**src/design/gdfc_pkg.sv**
```systemverilog
`timescale 1ns / 1ps
`default_nettype none

package gdfc_pkg;

  localparam int FIXED_W = 22;
  localparam int YEAR_W  = 14;
  localparam int MONTH_W = 4;
  localparam int DAY_W   = 5;

  localparam int NUM_STAGES = 13;

  localparam logic [YEAR_W-1:0]  MAX_YEAR  = 14'd9999;
  localparam logic [MONTH_W-1:0] MAX_MONTH = 4'd12;
  localparam logic [FIXED_W-1:0] MAX_FIXED = 22'd3652059;

  // Cycle lengths in days.
  localparam logic [17:0] DAYS_400 = 18'd146097;
  localparam logic [15:0] DAYS_100 = 16'd36524;
  localparam logic [10:0] DAYS_4   = 11'd1461;
  localparam logic [8:0]  DAYS_1   = 9'd365;

  // Reciprocal multipliers: q = (x * K) >> S.
  localparam logic [13:0] RECIP_100  = 14'd10486;  // shift 20, exact for 14-bit x
  localparam logic [4:0]  RECIP_400Y = 5'd28;      // shift 22, may be one low
  localparam logic [5:0]  RECIP_4Y   = 6'd44;      // shift 16, may be one low
  localparam logic [15:0] RECIP_367  = 16'd45715;  // shift 24, exact for 13-bit x

  localparam logic       FUNC_TO_FIXED = 1'b0;
  localparam logic       FUNC_TO_DATE  = 1'b1;

  typedef struct packed {
    logic                func;
    logic                err;
    logic [FIXED_W-1:0]  fixed;
    logic [YEAR_W-1:0]   year;
    logic [MONTH_W-1:0]  month;
    logic [DAY_W-1:0]    day;
    logic                leap;
    logic [YEAR_W-1:0]   p;        // year - 1
    logic [FIXED_W-1:0]  acc;      // running day count or remainder
    logic [7:0]          q100;
    logic [6:0]          r100;
    logic [4:0]          n400;
    logic [2:0]          n100;
    logic [4:0]          n4;
    logic [2:0]          n1;
    logic                special;  // last day of a 4- or 400-year cycle
    logic [8:0]          prior;    // days of this year before this day
  } stage_t;

  // Days before the first of the month, ignoring the leap correction.
  function automatic logic [8:0] month_term(input logic [MONTH_W-1:0] m);
    logic [8:0] t;
    case (m)
      4'd2:    t = 9'd31;
      4'd3:    t = 9'd61;
      4'd4:    t = 9'd92;
      4'd5:    t = 9'd122;
      4'd6:    t = 9'd153;
      4'd7:    t = 9'd183;
      4'd8:    t = 9'd214;
      4'd9:    t = 9'd245;
      4'd10:   t = 9'd275;
      4'd11:   t = 9'd306;
      4'd12:   t = 9'd336;
      default: t = 9'd0;
    endcase
    return t;
  endfunction

  // The month term assumes a 30-day February; take back 1 or 2 days after it.
  function automatic logic [1:0] month_adj(input logic [MONTH_W-1:0] m, input logic lp);
    logic [1:0] a;
    if (m <= 4'd2) begin
      a = 2'd0;
    end else if (lp) begin
      a = 2'd1;
    end else begin
      a = 2'd2;
    end
    return a;
  endfunction

endpackage

`default_nettype wire

```
**src/design/gdfc_in_if.sv**
```systemverilog
`timescale 1ns / 1ps
`default_nettype none

interface gdfc_in_if;
  import gdfc_pkg::*;

  logic                valid;
  logic                ready;
  logic                func;
  logic [YEAR_W-1:0]   in_year;
  logic [MONTH_W-1:0]  in_month;
  logic [DAY_W-1:0]    in_day;
  logic [FIXED_W-1:0]  in_fixed;

  modport source (output valid, func, in_year, in_month, in_day, in_fixed, input ready);
  modport sink   (input valid, func, in_year, in_month, in_day, in_fixed, output ready);

endinterface

`default_nettype wire

```
**src/design/gdfc_out_if.sv**
```systemverilog
`timescale 1ns / 1ps
`default_nettype none

interface gdfc_out_if;
  import gdfc_pkg::*;

  logic                valid;
  logic                ready;
  logic [FIXED_W-1:0]  out_fixed;
  logic [YEAR_W-1:0]   out_year;
  logic [MONTH_W-1:0]  out_month;
  logic [DAY_W-1:0]    out_day;
  logic                leap;
  logic                range_error;

  modport source (output valid, out_fixed, out_year, out_month, out_day, leap, range_error,
                  input ready);
  modport sink   (input valid, out_fixed, out_year, out_month, out_day, leap, range_error,
                  output ready);

endinterface

`default_nettype wire

```
**src/design/gregorian_date_fixed_convert_core.sv**
```systemverilog
// Gregorian date to fixed day count, and back; the direction is chosen per word.
// From input acceptance to a valid result, a word passes through one register per stage.
// Throughput: one word per cycle; each stage holds its word while the next is full.
// Reset clears only the stage valid bits; the data path holds no state.
`timescale 1ns / 1ps
`default_nettype none

module gregorian_date_fixed_convert_core (
  input wire logic    clk,
  input wire logic    rst,
  gdfc_in_if.sink     din,
  gdfc_out_if.source  dout
);
  import gdfc_pkg::*;

  stage_t entry;
  stage_t data  [NUM_STAGES];
  stage_t nxt   [NUM_STAGES-1];
  logic   vld   [NUM_STAGES];
  logic   rdy   [NUM_STAGES+1];

  always_comb begin
    entry       = '0;
    entry.func  = din.func;
    entry.fixed = din.in_fixed;
    entry.year  = din.in_year;
    entry.month = din.in_month;
    entry.day   = din.in_day;
    entry.p     = din.in_year - 14'd1;
    entry.acc   = din.in_fixed - 22'd1;
    if (din.func == FUNC_TO_FIXED) begin
      entry.err = (din.in_year == '0) || (din.in_year > MAX_YEAR) ||
                  (din.in_month == '0) || (din.in_month > MAX_MONTH) ||
                  (din.in_day == '0);
    end else begin
      entry.err = (din.in_fixed == '0) || (din.in_fixed > MAX_FIXED);
    end
  end

  gdfc_datapath u_datapath (
    .cur (data[0:NUM_STAGES-2]),
    .nxt (nxt)
  );

  assign rdy[NUM_STAGES] = dout.ready;

  for (genvar i = 0; i < NUM_STAGES; i++) begin : g_stage
    gdfc_stage u_stage (
      .clk        (clk),
      .rst        (rst),
      .in_valid   ((i == 0) ? din.valid : vld[(i == 0) ? 0 : i - 1]),
      .in_data    ((i == 0) ? entry : nxt[(i == 0) ? 0 : i - 1]),
      .ready_next (rdy[i+1]),
      .ready      (rdy[i]),
      .valid      (vld[i]),
      .data       (data[i])
    );
  end

  assign din.ready        = rdy[0];
  assign dout.valid       = vld[NUM_STAGES-1];
  assign dout.out_fixed   = data[NUM_STAGES-1].fixed;
  assign dout.out_year    = data[NUM_STAGES-1].year;
  assign dout.out_month   = data[NUM_STAGES-1].month;
  assign dout.out_day     = data[NUM_STAGES-1].day;
  assign dout.leap        = data[NUM_STAGES-1].leap;
  assign dout.range_error = data[NUM_STAGES-1].err;

endmodule

`default_nettype wire

```
**src/design/gdfc_stage.sv**
```systemverilog
`timescale 1ns / 1ps
`default_nettype none

module gdfc_stage (
  input  wire logic             clk,
  input  wire logic             rst,
  input  wire logic             in_valid,
  input  wire gdfc_pkg::stage_t in_data,
  input  wire logic             ready_next,
  output logic                  ready,
  output logic                  valid,
  output gdfc_pkg::stage_t      data
);
  import gdfc_pkg::*;

  // A stage takes a new word when it is empty or its word moves on.
  assign ready = !valid || ready_next;

  always_ff @(posedge clk) begin
    if (rst) begin
      valid <= 1'b0;
    end else if (ready) begin
      valid <= in_valid;
    end
  end

  always_ff @(posedge clk) begin
    if (ready) begin
      data <= in_data;
    end
  end

endmodule

`default_nettype wire

```
**src/design/gdfc_datapath.sv**
```systemverilog
`timescale 1ns / 1ps
`default_nettype none

module gdfc_datapath (
  input  gdfc_pkg::stage_t cur [gdfc_pkg::NUM_STAGES-1],
  output gdfc_pkg::stage_t nxt [gdfc_pkg::NUM_STAGES-1]
);
  import gdfc_pkg::*;

  logic [27:0] prod100;
  logic [26:0] prod400;
  logic [21:0] prod4;
  logic [28:0] prod367;
  logic [9:0]  day_calc;
  logic [9:0]  leap_limit;
  logic [1:0]  corr;

  always_comb begin
    for (int i = 0; i < NUM_STAGES - 1; i++) begin
      nxt[i] = cur[i];
    end

    // Stage 1: reciprocal estimates of (year - 1) / 100 and of the 400-year count.
    prod100 = 28'(cur[0].p) * 28'(RECIP_100);
    prod400 = 27'(cur[0].acc) * 27'(RECIP_400Y);
    nxt[0].q100 = prod100[27:20];
    nxt[0].n400 = prod400[26:22];

    // Stage 2: century remainder, 365 days per prior year plus p/4, or the 400-year remainder.
    nxt[1].r100 = 7'(cur[1].p - 14'(cur[1].q100) * 14'd100);
    if (cur[1].func == FUNC_TO_FIXED) begin
      nxt[1].acc = 22'(cur[1].p) * 22'd365 + 22'(cur[1].p[13:2]);
    end else begin
      nxt[1].acc = cur[1].acc - 22'(cur[1].n400) * 22'(DAYS_400);
    end

    // Stage 3: leap flag, leap days of prior years and the day of month, or fix a low 400-year estimate.
    if (cur[2].func == FUNC_TO_FIXED) begin
      // Year is divisible by 4, and either not by 100 or also by 400.
      nxt[2].leap = (cur[2].p[1:0] == 2'd3) &&
                    ((cur[2].r100 != 7'd99) || (cur[2].q100[1:0] == 2'd3));
      nxt[2].acc  = cur[2].acc - 22'(cur[2].q100) + 22'(cur[2].q100[7:2]) +
                    22'(cur[2].day);
    end else if (cur[2].acc >= 22'(DAYS_400)) begin
      nxt[2].acc  = cur[2].acc - 22'(DAYS_400);
      nxt[2].n400 = cur[2].n400 + 5'd1;
    end

    // Stage 4: add the months, or split off whole centuries.
    if (cur[3].func == FUNC_TO_FIXED) begin
      nxt[3].fixed = cur[3].acc + 22'(month_term(cur[3].month)) -
                     22'(month_adj(cur[3].month, cur[3].leap));
    end else begin
      if (cur[3].acc >= 22'(4 * DAYS_100)) begin
        nxt[3].n100 = 3'd4;
      end else if (cur[3].acc >= 22'(3 * DAYS_100)) begin
        nxt[3].n100 = 3'd3;
      end else if (cur[3].acc >= 22'(2 * DAYS_100)) begin
        nxt[3].n100 = 3'd2;
      end else if (cur[3].acc >= 22'(DAYS_100)) begin
        nxt[3].n100 = 3'd1;
      end else begin
        nxt[3].n100 = 3'd0;
      end
      nxt[3].acc = cur[3].acc - 22'(nxt[3].n100) * 22'(DAYS_100);
    end

    // Stage 5: estimate of the 4-year count.
    prod4 = 22'(cur[4].acc[15:0]) * 22'(RECIP_4Y);
    if (cur[4].func == FUNC_TO_DATE) begin
      nxt[4].n4 = prod4[20:16];
    end

    // Stage 6: remainder against the estimate.
    if (cur[5].func == FUNC_TO_DATE) begin
      nxt[5].acc = 22'(cur[5].acc[15:0]) - 22'(cur[5].n4) * 22'(DAYS_4);
    end

    // Stage 7: fix a low 4-year estimate.
    if ((cur[6].func == FUNC_TO_DATE) && (cur[6].acc[11:0] >= 12'(DAYS_4))) begin
      nxt[6].acc = cur[6].acc - 22'(DAYS_4);
      nxt[6].n4  = cur[6].n4 + 5'd1;
    end

    // Stage 8: whole years inside the 4-year cycle.
    if (cur[7].func == FUNC_TO_DATE) begin
      if (cur[7].acc[10:0] >= 11'(4 * DAYS_1)) begin
        nxt[7].n1 = 3'd4;
      end else if (cur[7].acc[10:0] >= 11'(3 * DAYS_1)) begin
        nxt[7].n1 = 3'd3;
      end else if (cur[7].acc[10:0] >= 11'(2 * DAYS_1)) begin
        nxt[7].n1 = 3'd2;
      end else if (cur[7].acc[10:0] >= 11'(DAYS_1)) begin
        nxt[7].n1 = 3'd1;
      end else begin
        nxt[7].n1 = 3'd0;
      end
      nxt[7].acc     = 22'(cur[7].acc[10:0]) - 22'(nxt[7].n1) * 22'(DAYS_1);
      nxt[7].special = (cur[7].n100 == 3'd4) || (nxt[7].n1 == 3'd4);
    end

    // Stage 9: year, leap flag and day of year. The last day of a 4- or
    // 400-year cycle is 31 December of a leap year.
    if (cur[8].func == FUNC_TO_DATE) begin
      nxt[8].year  = 14'(cur[8].n400) * 14'd400 + 14'(cur[8].n100) * 14'd100 +
                     {7'd0, cur[8].n4, 2'd0} + 14'(cur[8].n1) + 14'(!cur[8].special);
      nxt[8].leap  = cur[8].special ||
                     ((cur[8].n1 == 3'd3) && ((cur[8].n4 != 5'd24) || (cur[8].n100 == 3'd3)));
      nxt[8].prior = cur[8].special ? DAYS_1 : cur[8].acc[8:0];
    end

    // Stage 10: month numerator.
    leap_limit = 10'd59 + 10'(cur[9].leap);
    if (10'(cur[9].prior) < leap_limit) begin
      corr = 2'd0;
    end else if (cur[9].leap) begin
      corr = 2'd1;
    end else begin
      corr = 2'd2;
    end
    if (cur[9].func == FUNC_TO_DATE) begin
      nxt[9].acc = 22'(13'd12 * (13'(cur[9].prior) + 13'(corr)) + 13'd373);
    end

    // Stage 11: month as numerator / 367.
    prod367 = 29'(cur[10].acc[12:0]) * 29'(RECIP_367);
    if (cur[10].func == FUNC_TO_DATE) begin
      nxt[10].month = prod367[27:24];
    end

    // Stage 12: day of month, and zero the date, fixed count and leap flag on a range error.
    day_calc = 10'(cur[11].prior) + 10'(month_adj(cur[11].month, cur[11].leap)) + 10'd1 -
               10'(month_term(cur[11].month));
    if (cur[11].func == FUNC_TO_DATE) begin
      nxt[11].day = day_calc[4:0];
    end
    if (cur[11].err) begin
      nxt[11].fixed = '0;
      nxt[11].year  = '0;
      nxt[11].month = '0;
      nxt[11].day   = '0;
      nxt[11].leap  = 1'b0;
    end
  end

endmodule

`default_nettype wire
```
**src/flat_wrapper.sv**
```systemverilog
// flat-port wrapper written by rule: the top's interface ports become plain ports
module gregorian_date_fixed_convert_core_flat import gdfc_pkg::*;
  (clk, rst, din_valid, din_func, din_in_year, din_in_month, din_in_day, din_in_fixed, din_ready, dout_valid, dout_out_fixed, dout_out_year, dout_out_month, dout_out_day, dout_leap, dout_range_error, dout_ready);
  gdfc_in_if din_i ();
  gdfc_out_if dout_i ();
  input wire logic clk;
  input wire logic rst;
  input wire logic [$bits(din_i.valid)-1:0] din_valid;
  input wire logic [$bits(din_i.func)-1:0] din_func;
  input wire logic [$bits(din_i.in_year)-1:0] din_in_year;
  input wire logic [$bits(din_i.in_month)-1:0] din_in_month;
  input wire logic [$bits(din_i.in_day)-1:0] din_in_day;
  input wire logic [$bits(din_i.in_fixed)-1:0] din_in_fixed;
  output wire logic [$bits(din_i.ready)-1:0] din_ready;
  output wire logic [$bits(dout_i.valid)-1:0] dout_valid;
  output wire logic [$bits(dout_i.out_fixed)-1:0] dout_out_fixed;
  output wire logic [$bits(dout_i.out_year)-1:0] dout_out_year;
  output wire logic [$bits(dout_i.out_month)-1:0] dout_out_month;
  output wire logic [$bits(dout_i.out_day)-1:0] dout_out_day;
  output wire logic [$bits(dout_i.leap)-1:0] dout_leap;
  output wire logic [$bits(dout_i.range_error)-1:0] dout_range_error;
  input wire logic [$bits(dout_i.ready)-1:0] dout_ready;
  assign din_i.valid = din_valid;
  assign din_i.func = din_func;
  assign din_i.in_year = din_in_year;
  assign din_i.in_month = din_in_month;
  assign din_i.in_day = din_in_day;
  assign din_i.in_fixed = din_in_fixed;
  assign din_ready = din_i.ready;
  assign dout_valid = dout_i.valid;
  assign dout_out_fixed = dout_i.out_fixed;
  assign dout_out_year = dout_i.out_year;
  assign dout_out_month = dout_i.out_month;
  assign dout_out_day = dout_i.out_day;
  assign dout_leap = dout_i.leap;
  assign dout_range_error = dout_i.range_error;
  assign dout_i.ready = dout_ready;
  gregorian_date_fixed_convert_core u_core (.clk(clk), .rst(rst), .din(din_i), .dout(dout_i));
endmodule
```
**config.mk**
```make
export PLATFORM = sky130hd
export DESIGN_NAME = gregorian_date_fixed_convert_core_flat
export DESIGN_NICKNAME = d
export VERILOG_FILES = /design/src/design/gdfc_pkg.sv /design/src/design/gdfc_in_if.sv /design/src/design/gdfc_out_if.sv /design/src/design/gregorian_date_fixed_convert_core.sv /design/src/design/gdfc_stage.sv /design/src/design/gdfc_datapath.sv /design/src/flat_wrapper.sv
export SDC_FILE = /design/constraint.sdc
export NUM_CORES = 2
export LEC_CHECK = 0
export BUFFER_PORTS_ARGS = -buffer_cell sky130_fd_sc_hd__buf_4
export CORE_MARGIN = 2
export CORE_UTILIZATION = 25
export DETAILED_ROUTE_END_ITERATION = 8
export SLEW_MARGIN = 20
export SYNTH_ARGS = -nofsm -noshare
export SYNTH_HDL_FRONTEND = slang
export SYNTH_SLANG_ARGS = --single-unit
```
**constraint.sdc**
```tcl
create_clock -name clk -period 9.5 [get_ports clk]
set_clock_uncertainty 0.15 [all_clocks]
set_input_delay 1.425 -clock clk [delete_from_list [all_inputs] [get_ports clk]]
set_output_delay 1.425 -clock clk [all_outputs]
set_load 0.005 [all_outputs]
```
==> summary.md <==
| Metric | Value |
|---|---|
| Port-buffer cells | 98 |
| Synth cell count leaders | edfxtp_1 (951), inv_1 (688), ha_1 (621) |
| Dominant synthesized flop cell | edfxtp_1 |
| Drt via density | ~4.1 |
| Final Wtd Congestion | around 0.85 |
| Worst slew pin tran | ~1.0 ns |
| Global-route wire length before repair | 168,000 um |
| Post-synth ARST share | 0% |
| Reg area | around 29,000 sq um |
| Setup Viol. Count Final | 0 |
| EDFF count, synth | 951 |
| Max capacitance violation total | 0 |
| RSZ-0062 raised after global routing | no |
| Die width | 473 um |
| Top-count cell post-synth | edfxtp_1 |
| Avg Inst Size Synth | about 13 sq um |
| Delay-heaviest family, CP | adder cells |
| Clock-pin slew on the worst setup and hold paths | about 0.070 ns |
| Slew Viols, Final | 0 |
| Die ar. | 224,000 sq um |
| WL final | around 110,000 um |
| Setup bufs post-CTS | 0 |
| Total grt overflow | 0 |
| GRT Total Usage | under 10% |
| CP required | a little under 10 ns |
| Clock Latency Late Sink | ~0.7 ns |
| Final ANT Viol Nets | 0 |
| CTS tree | done |
| Worst Path Max Fanout | 7 |
| # hold bufs at CTS | 0 |
| CP cell instances | inv_1 -> ha_1 -> fa_1 -> inv_1 -> fa_1 -> inv_1 -> fa_1 -> fa_1 -> inv_1 -> ha_1 -> a211oi_1 -> o21ai_0 -> o2111ai_1 -> nand4_1 -> a31oi_1 -> o21bai_1 -> xnor2_1 -> o21ai_1 -> mux2i_1 -> o22ai_1 |
| Yosys reg bits | 978 |
| Routed WL per cell | ~15 um |
| CTS sink count | approximately 1,000 |
| Initial DRC Count | between 1,500 and 2,000 |
| Worst Path Class, Setup | flip-flop to flip-flop |
| Maximum clock rate | between 0.15 and 0.2 GHz |
| Period minus WS final | about 6.2 ns |
| Largest net degree at the start of global routing | 80 |
| Via count | slightly below 30,000 |
| Number of cell rows | between 150 and 200 |
| Share of cells above drive strength 1 | 7.74% |
| IO Count | 99 |
| Final setup TNS | 0 ns |
| Arr. time, crit path | about 6.7 ns |
| TritonCTS Buffers | between 80 and 90 |
| Setup crit start kind | flip-flop |
| Crit path buffers/inverters | 4 |
| Relative slew margins | between 30 and 40% |
| Synth Warn # | 0 |
| Worst path max stage delay | about 0.56 ns |
| Period Utilization, post-route | roughly two thirds |
| Root buf cell | clkbuf_16 |
| Chip Height | 473 um |
| Worst Hold Class | flip-flop to flip-flop |
| Post-synth top area share | between 50% and 60% |
| Mapped Cells | about 4,200 |
| Leading area contributor after synthesis | edfxtp_1 |
| Area grow syn2layout | 12.6% |
| DR pass1 iterations | 5 |
| Starting density of the core | 25.1% |
| Filler cell count | about 22,000 |
| Mapped Area | between 50,000 and 60,000 sq um |
| Worst Setup End Kind | flip-flop |
| Clock Tree Buf Depth | 3 |
| Seq/Total Area, Yosys | 53.0% |
| Endpoints failing hold | 0 |
| Nets | 5,217 |
| CP max-delay cell | fa_1 |
| Gates resized, CTS repair | 0 |
| CTS H-Tree Depth | 3 |
| Area taken by multi-input logic gates | between 20,000 and 25,000 sq um |
| Initial antenna violation count | 8 |
| Status | finished clean |
| Core Region | 219,000 sq um |
| Top cells by area, synth | edfxtp_1 (52%), ha_1 (14%), fa_1 (9.5%) |
| Residual DRC | 0 |
| Yosys cell types | 83 |
| Vias in the first global route | 30,600 |
| Hpwl dp | 82,800 um |
-- final cells by class --
class                           count  share of cell area [%]
Sequential cell                   978                    47.1
Multi-Input combinational cell   2415                    36.9
Tap cell                         2871                    5.81
Inverter                          688                    4.18
Clock buffer                      101                    3.66
Timing Repair Buffer              114                    1.42
Clock inverter                     58                    1.01
Antenna cell                        2                 0.00809
-- final timing paths --
path	from	end	slack [ns]	cells after the start
max reg2reg	u_core.g_stage[10].u_stage.data[52]	flip-flop	3.26	20
min reg2reg	u_core.g_stage[1].u_stage.data[79]	u_core.g_stage[2].u_stage.data[79]	0.25	0
min	u_core.g_stage[1].u_stage.data[79]	u_core.g_stage[2].u_stage.data[79]	0.25	0
max	u_core.g_stage[10].u_stage.data[52]	flip-flop	3.26	20
-- state kept, by name, indices dropped and copies added, names as in the netlist, named ones only --
| signal | count |
|---|---|
| u_core.g_stage.u_stage.data | 951 |
| u_core.g_stage.u_stage.valid | 13 |
-- logic make-up after synthesis --
kind of cell,synth area share (%)
xor+xnor,3.99
fa+ha+maj,23.7
buf+inv,5.66
other cells,0.00683
simple gates,6.04
flops,53.0
mux,1.14
compound gates,6.56
-- layer usage --
metal | global-route usage [%] | part of all wire, % | up-vias
met4 | 2.64 | 2.2 | 2
met5 | 0 | 0.012 | -
met2 | 14.8 | 44 | 543
met3 | 1.73 | 5.2 | 140
met1 | 13.4 | 48 | 14400
li1 | - | - | 14700
-- cell usage in the layout (no fill, tap or decap), types with 10 or more instances in the layout --
cell	n
nor4_1	14
and3_1	14
xor2_1	82
nand4_1	19
fa_1	261
o211ai_1	10
a21oi_1	171
a211oi_1	23
clkinv_1	15
or3_1	15
o21bai_1	21
clkbuf_1	12
nor3_1	47
o22ai_1	10
nand3_1	38
mux2i_1	22
clkinv_2	13
or2_2	15
ha_1	621
mux2_2	34
nor2_1	152
o21ai_0	130
o21a_1	36
dfxtp_1	27
nor2b_1	73
clkbuf_16	88
a21o_1	50
o31ai_1	13
nand2b_1	41
a31oi_1	21
and2_1	18
buf_4	113
or4_1	10
xnor2_1	168
a31o_2	10
edfxtp_1	951
inv_1	683
nand2_1	158
-- worst reg2reg max path: cells and delay by family, from the launching register on --
family / cells / cell delay [ns]
fa+ha+maj: 6 / 2.75
compound gates: 7 / 1.71
simple gates: 1 / 0.28
xor+xnor: 1 / 0.16
flops: 1 / 0.48
mux: 1 / 0.29
buf+inv: 4 / 0.29
-- metrics by stage --
step                cell area (sq um)  hold slack [ns]  std cells  utilization (%)  worst slack, ns
finish                          61800            0.251       7227             28.2             3.26
global route                    61800            0.269       7226             28.2             2.90
global placement                58900            0.251       7065             26.9             3.34
floorplan                       54900            0.250       4171                -            0.535
CTS                             61800            0.254       7224             28.2             3.27
detailed placement              58900            0.255       7065             26.9             3.30
Power is left out: the tool's default activity adds up to more than one toggle a clock period on the data nets, which glitch-free logic cannot reach.
